<file path="src/sv/pild_pkg.sv">
`timescale 1ns / 1ps

package pild_pkg;

    localparam int POS_BITS = 8;
    localparam int OP_BITS  = 2;
    localparam int VAL_BITS = 32;
    localparam int CNT_BITS = 8;

    typedef enum logic [OP_BITS-1:0] {
        OP_GET    = 2'd0,
        OP_INSERT = 2'd1,
        OP_DELETE = 2'd2
    } op_t;

    // per-cycle command broadcast to every cell
    typedef struct packed {
        logic                get;
        logic                ins;
        logic                del;
        logic [POS_BITS-1:0] pos_idx;   // 0-based position
    } cmd_t;

endpackage

</file>
<file path="src/sv/pild_cell.sv">
`timescale 1ns / 1ps

module pild_cell import pild_pkg::*; #(
    parameter int WORD_BITS = 32,
    parameter int IDX_BITS  = 9,
    parameter int INDEX     = 0
) (
    input  logic                 aclk,
    input  cmd_t                 cmd,
    input  logic [WORD_BITS-1:0] ins_word,
    input  logic [WORD_BITS-1:0] left_word,
    input  logic [WORD_BITS-1:0] right_word,
    output logic [WORD_BITS-1:0] word,
    output logic                 sel,
    output logic [WORD_BITS-1:0] sel_word
);

    localparam logic [IDX_BITS-1:0] IDX = IDX_BITS'(INDEX);

    logic [WORD_BITS-1:0] word_reg;
    logic [WORD_BITS-1:0] word_next;
    logic [IDX_BITS-1:0]  q;

    assign q = {{(IDX_BITS-POS_BITS){1'b0}}, cmd.pos_idx};

    always_comb begin
        word_next = word_reg;
        if (cmd.ins) begin
            if (IDX > q) begin
                word_next = left_word;
            end else if (IDX == q) begin
                word_next = ins_word;
            end
        end else if (cmd.del && (IDX >= q)) begin
            word_next = right_word;
        end
    end

    always_ff @(posedge aclk) begin
        word_reg <= word_next;
    end

    assign word     = word_reg;
    assign sel      = cmd.get && (IDX == q);
    assign sel_word = sel ? word_reg : '0;

endmodule
</file>
<file path="config.mk">
export PLATFORM = sky130hd
export DESIGN_NAME = pild_cell
export DESIGN_NICKNAME = d
export VERILOG_FILES = /design/src/sv/pild_pkg.sv /design/src/sv/pild_cell.sv
export SDC_FILE = /design/constraint.sdc
export NUM_CORES = 1
export LEC_CHECK = 0
export BUFFER_PORTS_ARGS = -buffer_cell sky130_fd_sc_hd__clkbuf_2
export CAP_MARGIN = 25
export CELL_PAD_IN_SITES_DETAIL_PLACEMENT = 0
export CELL_PAD_IN_SITES_GLOBAL_PLACEMENT = 2
export CORE_UTILIZATION = 22
export CTS_CLUSTER_SIZE = 28
export DETAILED_ROUTE_END_ITERATION = 10
export GPL_TIMING_DRIVEN = 0
export PLACE_DENSITY_LB_ADDON = 0.1
export SETUP_SLACK_MARGIN = 0.15
export SLEW_MARGIN = 0
export SYNTH_ARGS = -nofsm -noshare
export SYNTH_HDL_FRONTEND = slang
export SYNTH_SLANG_ARGS = --single-unit
</file>
<file path="constraint.sdc">
create_clock -name aclk -period 5.9 [get_ports aclk]
set_input_delay 0.885 -clock aclk [delete_from_list [all_inputs] [get_ports aclk]]
set_output_delay 0.885 -clock aclk [all_outputs]
set_load 0.02 [all_outputs]
</file>
---- After elaboration in Yosys (flattened, before gate mapping) ----
Index checks and enable logic that the tools add are counted.
storage, ports and cells
  flip-flop bits (word level) ............. 32
  input bits .............................. 108
  output and inout bits ................... 65
operators by class
  order comparisons ....................... 2
  eq/ne operators ......................... 1
  multiplexer cells ....................... 5
  reductions and logical operators ........ 5
operators with widths
  operator                                                                            number
  32-bit two-way mux                                                                  5
  9-bit zero test                                                                     1
  1-bit by 8-bit greater-or-equal comparator with 1-bit output, first input constant  1
  1-bit by 8-bit greater-than comparator with 1-bit output, first input constant      1
  3-bit by 1-bit != test with 1-bit output, second input constant                     1
  1-bit logical AND                                                                   2
  2-bit AND reduction                                                                 1
  2-bit nonzero test                                                                  1

---- Logic depth before layout (Yosys ltp) ----
  depth after elaboration ................. 4
  gate-level depth with buffers ........... 4
  mapped depth without buffers ............ 2

---- Least setup slack after synthesis ----
No wires, ideal clock.
  path kind ............................... input-to-reg
  from .................................... in cmd[7] (netlist name)
  to ...................................... reg word_reg[0] (netlist: word[0]) (enable)
  arrival time ............................ 3.813 ns
  required time ........................... 5.439 ns
  slack ................................... 1.626 ns
  stages on the path ...................... 3
  path buffers ............................ 1
  cell sequence ........................... or4_1 > buf_2 > nor3_1
on the way
  longest elaborated chain between the ends .. 4
  elaborated cells on any way between the ends .. 7
  those cells by class .................... order compare (2); eq/ne (1); reduce/logical (4)
ends and longest elaborated chain
  element                                                       RTL line         text
  from (decl)                                                   pild_cell.sv:9   input cmd_t cmd,
  1-bit by 8-bit greater-or-equal comparator with 1-bit output  pild_cell.sv:34  end else if (cmd.del && (IDX >= q)) begin
  1-bit logical AND                                             pild_cell.sv:34
  2-bit nonzero test (no line)                                  n/a
  2-bit AND reduction (no line) (*)                             n/a
  to (signal assigned)                                          pild_cell.sv:40  word_reg <= word_next;
  to (decl)                                                     pild_cell.sv:20  logic [WORD_BITS-1:0] word_reg;
Mark *: on every way between the ends. The rest lies on a longest branch, timed or not.
A chain may end at the register's enable or synchronous reset.

---- Worst setup path in the final report ----
  from .................................... in cmd[7] (netlist name)
  to ...................................... out sel_word[15]
on the way
  longest elaborated chain between the ends .. 3
ends and longest elaborated chain
  element             RTL line         text
  9-bit zero test     pild_cell.sv:44  assign sel = cmd.get && (IDX == q);
  1-bit logical AND   pild_cell.sv:44
  32-bit two-way mux  pild_cell.sv:45  assign sel_word = sel ? word_reg : '0;
  to (decl)           pild_cell.sv:15  output logic [WORD_BITS-1:0] sel_word
No other way between the ends.

==> run metrics <==
WL met1=roughly 2.1 mm; Peak Freq=323 MHz; CP Launch Point=cmd[7]; Gate power share=13.9%; met3 WL post-DR=about 550 um; met2 WL post-DR=roughly 2.7 mm; final WL=5.39 mm; Residual DRC=0; final worst path period need=3090 ps; Clk network pwr share=33.6%; WL/cell=13.3 um; Avg Cell Area, Syn=12.7 sq um; hpwl dp=4.16 mm; Core Rows=33; CP startpoint kind=primary input; synthesis-stage register bit count=32; worst hold-check path type=primary input to register; Final Hold Vio Count=0; Layout Nets=slightly above 400; maxcap violations=0; Leak=1.21 nW; CTS Root Cell=clkbuf_8; Worst-path clk slew=approximately 70 ps; Psw=108 uW; Post-CTS Setup Bufs=0; Clock Sinks=32; Tot Pwr=around 480 uW; H-tree Lvls=2; CP Capture Type=primary output; status=finished clean; maximum vdd ir drop=about 0.056 mV; Layout Cells excl Fill=404; CTS buffer count=5; P_int=~370 uW; sw frac=about 22%; Die Width=95.1 um; vias in the first global route=1,564; RSZ-0062 raised after global routing=false; yosys warns=0; Setup CP Type=primary input to primary output; area share of the largest cell type after synthesis=50.4%; die footprint=9040 sq um; Die Ht=95.1 um; fin crit share=52.4%; area leader, netlist=edfxtp_1; Pre-antenna DRT Iters=4; detailed router's first-iteration violation count=20; Vias=1,659; drt via density=4.11; Critical Path RT=5020 ps; placed cell count=between 300 and 400; Hold Slack=around 900 ps; Critical Path AT=2210 ps; Synth Cell Area=1910 sq um; max_slew headroom=61.6%; Worst-Margin Slew=between 500 and 600 ps; buffers added on ports=138; GRT Resource Usage Total=11.9%; initial antenna violation count=0; # setup viols final=0; core area=8300 sq um; post-cts resize count=0; synth top area cells=edfxtp_1, mux2_2, nor3_2; Pwr Density=about 170 nW/um^2; fillcell total=880; CTS tree=built; Post-CTS Hold Buffers=0; largest net degree at the start of global routing=12; synthesized instance count=150; Commonest cells post-synth=edfxtp_1, mux2_2, nand2_1; distinct cell type count after synthesis=12; global-route wire length before repair=8.09 mm; # diodes=0; max reg flops=32; post-synthesis sequential area ratio=between 50% and 60%; Setup crit end=sel_word[15]; top routing layer in use=met4; Synth Net Count=258; boundary pin count=around 170; fin. max-slew vios=0; hold path start=right_word[7]; share of cells above drive strength 1=73.9%; GR Overflow Total=0; Synth-to-Final Area Change=49.4%; Sequential Power Share=52.5%; Final Util=34.3%; top_reg_cell synth=edfxtp_1; GP Congestion=0.652; Bufs on Longest Clock Path=2; critical-path maximum fanout=10; ys async rst share=0%; initial core utilization=23.0%; TNS Setup=0 ps; number of enable flip-flop cells after synthesis=32; antenna-violating nets left=0
==> kinds of logic after synthesis <==
kind of cell           share of synthesized area [%]
buffers and inverters                           6.37
AND/OR/NAND/NOR                                 24.3
flip-flops                                      50.4
multiplexers                                    18.9
==> power groups by stage <==
stage	registers (mW)	logic (mW)	clock network, mW
after detailed placement	0.258	0.0683	0
after CTS	0.253	0.0688	0.174
after floorplan	0.259	0.0364	0
after global routing	0.253	0.0746	0.179
final	0.253	0.0667	0.162
after global placement	0.258	0.0676	0
==> placed cells by master, fill, tap and decap left out <==
cell	count
clkbuf_2	138
clkinv_1	1
buf_6	10
or4_4	1
mux2_2	32
nand2_1	32
nor2_1	1
edfxtp_1	32
nor3_2	31
clkbuf_1	7
clkbuf_8	5
nor3_1	3
inv_1	1
or4_1	1
buf_2	4
==> worst max-delay path, cell delays in order <==
cell	delay, ps
clkbuf_2	70
or4_1	510
buf_2	200
buf_6	170
nor3_2	160
clkbuf_2	190
==> stage by stage <==
step / cell area, sq um / setup slack (ps)
finish: 2850 / 2810
global route: 2850 / 2700
CTS: 2850 / 2780
detailed placement: 2770 / 2790
global placement: 2730 / -8.17
floorplan: 1910 / 1630
==> worst min-delay path by stage <==
stage / depth (start not counted) / slack (ps) / endpoint
6_report: 2 / 900 / word[7]$_DFFE_PP_
3_5_place_dp: 2 / 1190 / word[6]$_DFFE_PP_
2_1_floorplan: 1 / 1100 / word[0]$_DFFE_PP_
4_1_cts: 2 / 890 / word[14]$_DFFE_PP_
3_3_place_gp: 2 / 1190 / word[23]$_DFFE_PP_
5_1_grt: 2 / 890 / word[14]$_DFFE_PP_
==> layout make-up <==
class                   count  area, sq um  share of cell area [%]
plain buffers              16          118                    4.13
clock buffers               7         76.3                    2.68
clock inverters             1         3.75                   0.132
inverters                   1         3.75                   0.132
multi-input cells         101          828                    29.1
flip-flops and latches     32          961                    33.8
well taps                 105          131                    4.62
repair buffers            141          724                    25.5
==> per-layer routing <==
| metal | global-route usage [%] | vias to the layer above |
|---|---|---|
| li1 | - | 830 |
| met1 | 14.1 | 747 |
| met2 | 19.9 | 78 |
| met3 | 4.78 | 4 |
| met4 | 3.41 | 0 |
| met5 | 0 | - |
No activity file was read; power rests on OpenSTA's default activity.
